**config.mk**
```make
export PLATFORM = sky130hd
export DESIGN_NAME = packet_rule_classifier
export DESIGN_NICKNAME = d
export VERILOG_FILES = /design/src/sv/prc_pkg.sv /design/src/sv/packet_rule_classifier.sv /design/src/sv/prc_ctrl.sv /design/src/sv/prc_datapath.sv
export SDC_FILE = /design/constraint.sdc
export NUM_CORES = 2
export LEC_CHECK = 0
export ABC_AREA = 0
export BUFFER_PORTS_ARGS = -buffer_cell sky130_fd_sc_hd__buf_2
export CORE_ASPECT_RATIO = 0.75
export CORE_UTILIZATION = 35
export DETAILED_ROUTE_END_ITERATION = 16
export GPL_TIMING_DRIVEN = 0
export RECOVER_POWER = 100
export SLEW_MARGIN = 0
export SYNTH_ARGS = -nofsm -noshare
export SYNTH_HDL_FRONTEND = slang
export SYNTH_SLANG_ARGS = --single-unit
```
**constraint.sdc**
```tcl
create_clock -name clk -period 8.79 [get_ports clk]
set_input_delay 2.637 -clock clk [delete_from_list [all_inputs] [get_ports clk]]
set_output_delay 2.637 -clock clk [all_outputs]
set_load 0.01 [all_outputs]
```
**src/sv/prc_pkg.sv**
```systemverilog
// Shared types and constants of the packet rule classifier.
// Item and result structs, the stored rule layout and the controller/datapath
// command and status structs. No dependencies.
package prc_pkg;

	localparam logic KIND_LOAD     = 1'b0;
	localparam logic KIND_CLASSIFY = 1'b1;

	localparam logic [7:0] PROTO_TCP = 8'd6;
	localparam logic [7:0] PROTO_UDP = 8'd17;

	localparam int WILD_PROTO = 0;
	localparam int WILD_DIR   = 1;
	localparam int WILD_SADDR = 2;
	localparam int WILD_DADDR = 3;
	localparam int WILD_SPORT = 4;
	localparam int WILD_DPORT = 5;

	localparam logic REG_FILTER_ENABLE = 1'b0;
	localparam logic REG_GROUP_MASK    = 1'b1;

	localparam int PADDR_W = 3;

	typedef struct packed {
		logic        kind;
		logic [4:0]  slot;
		logic [3:0]  rule_group;
		logic        drop_action;
		logic [7:0]  protocol;
		logic        direction;
		logic [5:0]  wild_flags;
		logic [31:0] src_addr;
		logic [31:0] dst_addr;
		logic [15:0] sport;
		logic [15:0] dst_port;
	} in_item_t;

	typedef struct packed {
		logic       drop;
		logic [4:0] hit_slot;
		logic [3:0] hit_group;
	} out_item_t;

	typedef struct packed {
		logic        drop_action;
		logic [3:0]  rule_group;
		logic [5:0]  wild_flags;
		logic        direction;
		logic [7:0]  protocol;
		logic [31:0] src_addr;
		logic [31:0] dst_addr;
		logic [15:0] sport;
		logic [15:0] dst_port;
	} rule_t;

	typedef struct packed {
		logic write;
		logic capture;
		logic step;
		logic load_out;
	} cmd_t;

	typedef struct packed {
		logic last;
	} status_t;

endpackage

```
**src/sv/packet_rule_classifier.sv**
```systemverilog
// A classify item runs through the scan, drain and finish states before its result is
// registered, and no new item is taken until then. The scan reads one rule slot per cycle
// from the single read port of the rule memory.
// A load item writes its rule slot, if the slot is below RULE_SLOTS, and gives no result.
// Reset clears control state, the configuration registers and every slot's valid bit,
// so all slots read as allow rules; no clearing pass is needed.
module packet_rule_classifier #(
	parameter int RULE_SLOTS = 32,
	parameter int NUM_GROUPS = 8
) (
	input  logic                         clk,
	input  logic                         arst_n,
	input  logic                         item_valid,
	output logic                         item_stall,
	input  prc_pkg::in_item_t            item,
	output logic                         result_valid,
	input  logic                         result_stall,
	output prc_pkg::out_item_t           result,
	input  logic                         psel,
	input  logic                         penable,
	input  logic                         pwrite,
	input  logic [prc_pkg::PADDR_W-1:0]  paddr,
	input  logic [31:0]                  pwdata,
	output logic [31:0]                  prdata,
	output logic                         pready
);
	import prc_pkg::*;

	cmd_t       cmd;
	status_t    status;
	logic       filter_enable_q;
	logic [7:0] group_mask_q;
	logic       reg_wr;
	logic       reg_idx;

	assign pready  = 1'b1;
	assign reg_wr  = psel && penable && pwrite && pready;
	assign reg_idx = paddr[2];

	always_comb begin
		unique case (reg_idx)
			REG_FILTER_ENABLE: prdata = {31'b0, filter_enable_q};
			REG_GROUP_MASK:    prdata = {24'b0, group_mask_q};
			default:           prdata = '0;
		endcase
	end

	always_ff @(posedge clk or negedge arst_n) begin
		if (!arst_n) begin
			filter_enable_q <= 1'b0;
			group_mask_q    <= '0;
		end else if (reg_wr) begin
			if (reg_idx == REG_FILTER_ENABLE) begin
				filter_enable_q <= pwdata[0];
			end else begin
				group_mask_q <= pwdata[7:0];
			end
		end
	end

	prc_ctrl u_ctrl (
		.clk          (clk),
		.arst_n       (arst_n),
		.item_valid   (item_valid),
		.item_kind    (item.kind),
		.item_stall   (item_stall),
		.result_valid (result_valid),
		.result_stall (result_stall),
		.status       (status),
		.cmd          (cmd)
	);

	prc_datapath #(
		.RULE_SLOTS (RULE_SLOTS),
		.NUM_GROUPS (NUM_GROUPS)
	) u_datapath (
		.clk           (clk),
		.arst_n        (arst_n),
		.cmd           (cmd),
		.status        (status),
		.item          (item),
		.filter_enable (filter_enable_q),
		.group_mask    (group_mask_q),
		.result        (result)
	);

`ifndef ASSERT_OFF
	a_busy_after_classify: assert property (@(posedge clk) disable iff (!arst_n)
		item_valid && !item_stall && (item.kind == KIND_CLASSIFY) |=> item_stall)
		else $error("classifier accepted an item during a scan");

	a_no_drop_clean: assert property (@(posedge clk) disable iff (!arst_n)
		result_valid && !result.drop |-> (result.hit_slot == 5'd0) && (result.hit_group == 4'd0))
		else $error("accept result carries a rule hit");

	a_group_range: assert property (@(posedge clk) disable iff (!arst_n)
		result_valid |-> (result.hit_group <= 4'(NUM_GROUPS)))
		else $error("result names a group beyond the configured count");
`endif

endmodule

```
**src/sv/prc_ctrl.sv**
```systemverilog
// Controller of the packet rule classifier: accepts items, sequences the
// rule scan and owns the result valid flag. Depends on prc_pkg.
module prc_ctrl (
	input  logic             clk,
	input  logic             arst_n,
	input  logic             item_valid,
	input  logic             item_kind,
	output logic             item_stall,
	output logic             result_valid,
	input  logic             result_stall,
	input  prc_pkg::status_t status,
	output prc_pkg::cmd_t    cmd
);
	import prc_pkg::*;

	typedef enum logic [1:0] {
		ST_IDLE,
		ST_SCAN,
		ST_DRAIN,
		ST_FINISH
	} state_t;

	state_t state_q;
	logic   result_valid_q;
	logic   accept;

	assign item_stall   = (state_q != ST_IDLE);
	assign result_valid = result_valid_q;
	assign accept       = (state_q == ST_IDLE) && item_valid;

	always_comb begin
		cmd.write    = accept && (item_kind == KIND_LOAD);
		cmd.capture  = accept && (item_kind == KIND_CLASSIFY);
		cmd.step     = (state_q == ST_SCAN);
		cmd.load_out = (state_q == ST_FINISH) && (!result_valid_q || !result_stall);
	end

	always_ff @(posedge clk or negedge arst_n) begin
		if (!arst_n) begin
			state_q        <= ST_IDLE;
			result_valid_q <= 1'b0;
		end else begin
			if (cmd.load_out) begin
				result_valid_q <= 1'b1;
			end else if (!result_stall) begin
				result_valid_q <= 1'b0;
			end
			unique case (state_q)
				ST_IDLE: begin
					if (cmd.capture) begin
						state_q <= ST_SCAN;
					end
				end
				ST_SCAN: begin
					if (status.last) begin
						state_q <= ST_DRAIN;
					end
				end
				ST_DRAIN: begin
					state_q <= ST_FINISH;
				end
				ST_FINISH: begin
					if (cmd.load_out) begin
						state_q <= ST_IDLE;
					end
				end
				default: begin
					state_q <= ST_IDLE;
				end
			endcase
		end
	end

endmodule

```
**src/sv/prc_datapath.sv**
```systemverilog
// Datapath of the packet rule classifier: rule memory with per-slot valid
// bits, scan address counter, rule compare and best-match tracking, result
// register. Depends on prc_pkg.
module prc_datapath #(
	parameter int RULE_SLOTS = 32,
	parameter int NUM_GROUPS = 8
) (
	input  logic               clk,
	input  logic               arst_n,
	input  prc_pkg::cmd_t      cmd,
	output prc_pkg::status_t   status,
	input  prc_pkg::in_item_t  item,
	input  logic               filter_enable,
	input  logic [7:0]         group_mask,
	output prc_pkg::out_item_t result
);
	import prc_pkg::*;

	localparam int SLOT_W = (RULE_SLOTS > 1) ? $clog2(RULE_SLOTS) : 1;

	rule_t                  rule_mem [RULE_SLOTS];
	logic [RULE_SLOTS-1:0]  valid_q;
	in_item_t               pkt_q;
	logic [SLOT_W-1:0]      addr_q;
	logic [SLOT_W-1:0]      wr_idx;
	logic                   wr_ok;
	rule_t                  rule_s1;
	logic                   vld_s1;
	logic [SLOT_W-1:0]      slot_s1;
	logic                   best_hit_q;
	logic [SLOT_W-1:0]      best_slot_q;
	logic [3:0]             best_grp_q;
	out_item_t              result_q;
	logic                   proto_ok;
	logic                   group_ok;
	logic                   fields_ok;
	logic                   hit;

	assign wr_idx      = SLOT_W'(item.slot);
	assign wr_ok       = cmd.write && ({4'b0, item.slot} < 9'(RULE_SLOTS));
	assign status.last = (addr_q == SLOT_W'(RULE_SLOTS - 1));
	assign result      = result_q;

	always_ff @(posedge clk) begin
		if (wr_ok) begin
			rule_mem[wr_idx] <= '{
				drop_action: item.drop_action,
				rule_group:  item.rule_group,
				wild_flags:  item.wild_flags,
				direction:   item.direction,
				protocol:    item.protocol,
				src_addr:    item.src_addr,
				dst_addr:    item.dst_addr,
				sport:       item.sport,
				dst_port:    item.dst_port
			};
		end
		if (cmd.step) begin
			rule_s1 <= rule_mem[addr_q];
		end
		if (cmd.capture) begin
			pkt_q <= item;
		end
		slot_s1 <= addr_q;
		if (cmd.load_out) begin
			result_q.drop      <= best_hit_q;
			result_q.hit_slot  <= 5'(best_slot_q);
			result_q.hit_group <= best_grp_q;
		end
	end

	always_comb begin
		proto_ok = rule_s1.wild_flags[WILD_PROTO] ||
			(((rule_s1.protocol == PROTO_TCP) || (rule_s1.protocol == PROTO_UDP)) &&
			(rule_s1.protocol == pkt_q.protocol));
		group_ok = (rule_s1.rule_group == 4'd0) ||
			((rule_s1.rule_group <= 4'(NUM_GROUPS)) &&
			group_mask[3'(rule_s1.rule_group - 4'd1)]);
		fields_ok = (rule_s1.wild_flags[WILD_DIR] || (rule_s1.direction == pkt_q.direction)) &&
			(rule_s1.wild_flags[WILD_SADDR] || (rule_s1.src_addr == pkt_q.src_addr)) &&
			(rule_s1.wild_flags[WILD_DADDR] || (rule_s1.dst_addr == pkt_q.dst_addr)) &&
			(rule_s1.wild_flags[WILD_SPORT] || (rule_s1.sport == pkt_q.sport)) &&
			(rule_s1.wild_flags[WILD_DPORT] || (rule_s1.dst_port == pkt_q.dst_port));
		hit = vld_s1 && filter_enable && rule_s1.drop_action && group_ok &&
			proto_ok && fields_ok;
	end

	always_ff @(posedge clk or negedge arst_n) begin
		if (!arst_n) begin
			valid_q     <= '0;
			vld_s1      <= 1'b0;
			addr_q      <= '0;
			best_hit_q  <= 1'b0;
			best_slot_q <= '0;
			best_grp_q  <= '0;
		end else begin
			if (wr_ok) begin
				valid_q[wr_idx] <= 1'b1;
			end
			vld_s1 <= cmd.step && valid_q[addr_q];
			if (cmd.capture) begin
				addr_q      <= '0;
				best_hit_q  <= 1'b0;
				best_slot_q <= '0;
				best_grp_q  <= '0;
			end else begin
				if (cmd.step) begin
					addr_q <= addr_q + SLOT_W'(1);
				end
				// Slots ascend, so a later hit wins if its group is equal or higher.
				if (hit && (!best_hit_q || (rule_s1.rule_group >= best_grp_q))) begin
					best_hit_q  <= 1'b1;
					best_slot_q <= slot_s1;
					best_grp_q  <= rule_s1.rule_group;
				end
			end
		end
	end

endmodule

```
### After elaboration in Yosys (flattened, before gate mapping)

Memories as Yosys holds them, arrays and structs flattened. A register that Yosys moved wholly into a read port is not among the register bits.
Index checks and enable logic that the tools add are counted.

| cells by class | value |
|---|---|
| multiplexer cells | 23 |
| bitwise gates (word level) | 3 |
| magnitude comparators | 6 |
| $mul | 0 |
| $add $sub $neg | 2 |
| div/mod/pow operators | 0 |
| equality and inequality tests | 16 |
| shift-type cells | 0 |
| reductions and logical operators | 41 |

Operators with widths:

| cell | count |
|---|---|
| 32-bit equality test | 2 |
| 32-bit one-hot mux with 2 select lines | 1 |
| 16-bit equality test | 2 |
| 32-bit bitwise OR | 1 |
| 1-bit logical AND | 20 |
| 5-bit 2-to-1 mux | 4 |
| 5-bit by 6-bit < comparator with 1-bit output (second input constant) | 2 |
| 1-bit logical OR | 10 |
| 1-bit 2-to-1 mux | 9 |
| 8-bit by 3-bit equality test with 1-bit output (second input constant) | 1 |
| 8-bit by 5-bit equality test with 1-bit output (second input constant) | 1 |
| 8-bit equality test | 1 |
| 4-bit 2-to-1 mux | 2 |
| 2-bit one-hot mux with 4 select lines | 1 |
| 2-bit 2-to-1 mux | 3 |
| 2-bit inequality test (second input constant) | 3 |
| 2-bit nonzero test | 3 |
| 5-bit by 1-bit adder with 5-bit output (second input constant) | 1 |
| 1-bit binary-select mux with 5-bit select | 1 |
| 1-bit demux with 5-bit select | 1 |
| 5-bit equality test (second input constant) | 1 |
| 5-bit by 1-bit greater-or-equal comparator with 1-bit output (second input constant) | 1 |
| 2-bit equality test (second input constant) | 2 |
| 4-bit greater-or-equal comparator | 1 |
| other kinds (13) | 17 |

| word-level totals | value |
|---|---|
| memories | 1 |
| RAM bits | 3,712 |
| output and inout bits | 45 |
| latch bits | 0 |
| input port bits | 164 |
| flip-flop bits (word level) | 180 |
| bits in read-only memories | 0 |

Memory list:

| name | depth | width | rd ports | clocked after Yosys merged registers in | write ports | line | text |
|---|---|---|---|---|---|---|---|
| u_datapath.rule_mem | 32 | 116 | 1 | 1 | 1 | prc_datapath.sv:21 | `rule_t rule_mem [RULE_SLOTS];` |

### Logic depth before layout (Yosys ltp)

| logic depth | value |
|---|---|
| depth after elaboration | 11 |
| gate-level depth with buffers | 11 |
| depth with buffers taken out | 9 |

### By module

A second synthesis with hierarchy kept.

| second synthesis, totals | value |
|---|---|
| cells, all modules | 5,936 |
| area, all modules | 151,544.1 µm² |

Modules (own cells, without submodules):

| module | area an instance (µm²) | cells an instance | instances | seq. area each (µm²) |
|---|---|---|---|---|
| prc_datapath | 150,660.7 | 5,857 | 1 | 119,704.8 |
| packet_rule_classifier | 626.9 | 56 | 1 | 225.2 |
| prc_ctrl | 256.5 | 23 | 1 | 75.1 |

### Least setup slack after synthesis

Ideal clock, no wire load.

| timing path | value |
|---|---|
| path kind | input-to-reg |
| start point | input item[119] in the netlist's numbering |
| end point | register u_datapath.valid_q[17] |
| path buffers | 0 |
| stages | 3 |
| path slack | 0.130 ns |
| library setup time | 0.096 ns |
| data arrival time | 8.565 ns |
| data required time | 8.694 ns |
| path through | or3b_2 nor2_1 or2_2 |

| on the way | value |
|---|---|
| longest elaborated chain between the ends | 5 |
| elaborated cells between the ends (all ways) | 6 |
| classes of those cells | 2 x order compare; 2 x mux; 1 x bitwise; 1 x reduce/logical |

Ends and longest elaborated chain:

| item | line | text |
|---|---|---|
| start, declared | packet_rule_classifier.sv:15 | `input prc_pkg::in_item_t item,` |
| 5-bit by 6-bit < comparator with 1-bit output (implied by the code) / 5-bit by 1-bit greater-or-equal comparator with 1-bit output (equally long branches) | prc_datapath.sv:98 | `valid_q[wr_idx] <= 1'b1;` |
| 1-bit logical AND (implied by the code) | prc_datapath.sv:98 |  |
| 1-bit 2-to-1 mux (implied by the code) | prc_datapath.sv:98 |  |
| 1-bit demux with 5-bit select * | n/a |  |
| 32-bit bitwise OR (no source line) * | n/a |  |
| end signal, assigned | prc_datapath.sv:90 | `valid_q <= '0;` |
| end signal, assigned by index | prc_datapath.sv:98 |  |
| end, declared | prc_datapath.sv:22 | `logic [RULE_SLOTS-1:0] valid_q;` |

Every way passes the cells marked *; elsewhere a longest branch is shown, timed or not.
A chain may end at the register's enable or synchronous reset.

### Worst setup path after layout

| timing path | value |
|---|---|
| start point | input item_valid |
| end point | memory u_datapath.rule_mem[3][8] in the netlist's numbering, enable pin |

| on the way | value |
|---|---|
| longest elaborated chain between the ends | 4 |

Ends and longest elaborated chain:

| item | line | text |
|---|---|---|
| start, declared | packet_rule_classifier.sv:13 | `input logic item_valid,` |
| 1-bit logical AND | prc_ctrl.sv:29 | `assign accept = (state_q == ST_IDLE) && item_valid;` |
| 1-bit logical AND | prc_ctrl.sv:32 | `cmd.write = accept && (item_kind == KIND_LOAD);` |
| 1-bit 2-to-1 mux | prc_datapath.sv:45 | `if (wr_ok) begin` |
| 1-bit 2-to-1 mux (implied by the code) | prc_datapath.sv:46 | `rule_mem[wr_idx] <= '{` |
| end, declared | prc_datapath.sv:21 |  |

No other way between the ends.

==> flow_summary_export.csv <==
group,metric,value,unit
status,status,"finished with violations",
status,violations,"capacitance limit, slew limit",
clock_network,post_cts_resize_count,0,
global_routing,grt_overflow,0,
cells_and_area,synthToLayoutAreaGrowth,14.5,%
critical_path,startpoint_type,"input pin",
synth,synth_enable_flop_cells,3943,
die,die_area,435000,um2
die,io_pins,209,
hold_path,holdCritPathClass,"reg2reg",
critical_path,worstSetupStartpoint,"item_valid",
critical_path,r2r_slack,2080,ps
cells_and_area,mostFrequentLayoutCells,"edfxtp_1 (3943), mux4_2 (1174), clkbuf_1 (500), clkbuf_16 (387)",
die,core_area,429000,um2
critical_path,cpMostUsedCell,"clkbuf_1",
drt,wl_met1,176,mm
timing,worst_pin_slew,3610,ps
cells_and_area,stdcell_count,12750,
cells_and_area,drive_gt1_frac,0.295,
critical_path,path_cells,"clkbuf_1 > nand2_1 > nor2_1 > nand3_1 > nor2_1 > clkbuf_1 > clkbuf_1 > clkbuf_1",
synth,postSynthCellCount,5943,
synth,async_flop_share,0.0150,
drt,dr.pass1.iters,5,
place,dp.cells,12029,
power_and_ir_drop,power_density,297,nW/um2
die,die_y,572,um
cells_and_area,design_area,173000,um2
synth,syn-cell-area,151000,um2
critical_path,criticalPathCategory,"in2reg",
critical_path,rr_worst_depth,9,
timing,fmax,135,MHz
critical_path,max_stage_delay,1420,ps
place,gp_congestion,0.747,
place,hpwl,277,mm
timing,final.min_clock_period,7420,ps
synth,ys_seq_area_frac,0.792,
power_and_ir_drop,vdd_drop_max,0.219,mV
timing,fin_crit_sh,0.844,
place,place.port_buffers,156,
synth,ys_ff_latch,4008,
drt,dr.max_layer_used,"met5",
drt,vias_per_cell,5.62,
clock_network,cts_tree,"built",
hold_path,holdPathStages,0,
timing,setup_viol,0,
global_routing,grt_pass1_wl,578,mm
timing,finalHoldViolations,0,
cells_and_area,finalNetCount,6916,
clock_network,path_clk_slew,70,ps
clock_network,h-tree-depth,5,
synth,ys.flop_type,"edfxtp_1",
drt,antenna_left,0,
global_routing,grt_pass1_vias,70324,
critical_path,endpoint_kind,"flop",
drt,routed-wl-met2,191,mm
cells_and_area,utilization,0.404,
drt,wl_met3,46.0,mm
clock_network,cts.hold.buffers_added,0,
synth,ys_types,40,
drt,wl,424,mm
cells_and_area,final_common_cell,"edfxtp_1",
timing,relSlewSlack,-1.41,
drt,drt_iter0_markers,10907,
critical_path,r2r_start,"u_ctrl.state_q[0]",
cells_and_area,n_fill_cell,36933,
timing,rsz0062_at_grt,"false",
critical_path,r2r_end,"u_datapath.rule_mem[3][8]",
global_routing,antenna_found_initial,74,
clock_network,clk_latency,950,ps
die,fp.dieW,762,um
drt,num_vias,71652,
synth,yosys_warnings,0,
critical_path,critPathArrivalTime,7910,ps
timing,setup_tns,0,ps
place,pre_cts_ws,2690,ps
clock_network,cts_root_buf,"clkbuf_16",
critical_path,cp_slowest_cell,"nor2_1",
power_and_ir_drop,p_leak,52.4,nW
job,max-cap-violations,145,
timing,finalWorstSetupSlack,1370,ps
global_routing,track_usage,0.191,
clock_network,cts_sinks,4008,
clock_network,postCtsSetupRepairBufs,0,
die,initial_core_util,0.353,
die,rows,208,
place,dpl_cell_area,165000,um2
clock_network,cts_buffers,378,
clock_network,clk_path_buf_depth,4,
timing,drv_slew,2544,
critical_path,worstSetupEndpoint,"u_datapath.rule_mem[3][8]",
drt,drcViolationCount,0,
drt,wl_per_cell,33.3,um
synth,synth_area_per_cell,25.5,um2
global_routing,grt_max_degree,61,
critical_path,cp.required,9280,ps
timing,clock_skew,61.1,ps
critical_path,cp_max_fo,13,
## per-layer routing
metal / global-route usage / up-vias
met4: 0.0500 / 16
met5: 0 / -
met2: 0.285 / 4209
met1: 0.280 / 39365
met3: 0.0479 / 637
li1: - / 27425
## stage by stage
stage               hold slack [ps]  power, W
floorplan                       361    0.0310
global placement                407    0.0360
detailed placement              414    0.0361
CTS                             433    0.0519
global route                    437    0.0531
finish                          427    0.0515
## cells in the mapped netlist (15+ instances only)
| master | n | share of area |
|---|---|---|
| buf_1 | 45 | 0.0011 |
| buf_2 | 93 | 0.0031 |
| buf_4 | 28 | 0.0014 |
| clkbuf_1 | 140 | 0.0035 |
| dfrtp_1 | 60 | 0.0099 |
| edfxtp_1 | 3943 | 0.78 |
| mux2_2 | 126 | 0.0094 |
| mux4_2 | 1174 | 0.17 |
| nand3_1 | 15 | 0.00050 |
| nand4_1 | 22 | 0.00091 |
| nor2_1 | 46 | 0.0011 |
| or2_2 | 32 | 0.0013 |
| xnor2_1 | 83 | 0.0048 |
| xor2_1 | 19 | 0.0011 |
## where the power goes
group / switching, W / leakage [nW] / internal (W) / total, W
registers: 0.000268 / 36.3 / 0.0218 / 0.0221
clock network: 0.00706 / 5.74 / 0.00888 / 0.0159
logic: 0.00746 / 10.3 / 0.00607 / 0.0135
## worst min path at each step
stage                                     from                    end  slack, ps
after detailed placement  u_datapath.addr_q[4]  u_datapath.slot_s1[4]        410
after global routing      u_datapath.addr_q[4]  u_datapath.slot_s1[4]        440
final                     u_datapath.addr_q[4]  u_datapath.slot_s1[4]        430
after CTS                 u_datapath.addr_q[4]  u_datapath.slot_s1[4]        430
after floorplan           u_datapath.addr_q[3]  u_datapath.slot_s1[3]        360
after global placement    u_datapath.addr_q[4]  u_datapath.slot_s1[4]        410
## cell families (layout without fill, tap and decap cells)
kind of cell	after synthesis	in the layout	share of synthesized area
buf+inv	318	1391	0.00934
compound gates	37	37	0.00146
mux	1305	1305	0.184
other cells	2	66	0.0000496
simple gates	158	158	0.00569
fa+ha+maj	13	13	0.00107
xor+xnor	102	102	0.00590
flops	4008	4008	0.792
## worst max-delay path, delay by kind of cell
| family | cells | cell delay [ps] |
|---|---|---|
| buf+inv | 4 | 3210 |
| simple gates | 4 | 2000 |
## layout make-up
cell class / count / area [um2] / area share
flip-flops and latches: 4008 / 120000 / 0.692
multi-input cells: 1640 / 30100 / 0.174
clock buffers: 468 / 9990 / 0.0576
well taps: 5670 / 7090 / 0.0409
repair buffers: 393 / 2920 / 0.0168
clock inverters: 212 / 1780 / 0.0102
plain buffers: 306 / 1400 / 0.00807
diodes: 41 / 103 / 0.000591
inverters: 12 / 45.0 / 0.000260
## sequential cells by signal, indices dropped and copies added (netlist names), 8 cells and up
name and cells:
u_datapath.rule_mem 3712, u_datapath.rule_s1 116, u_datapath.pkt_q 105, u_datapath.valid_q 32
u_datapath.result 10, group_mask_q 8
Note: power is estimated with default switching activity, not from simulation.
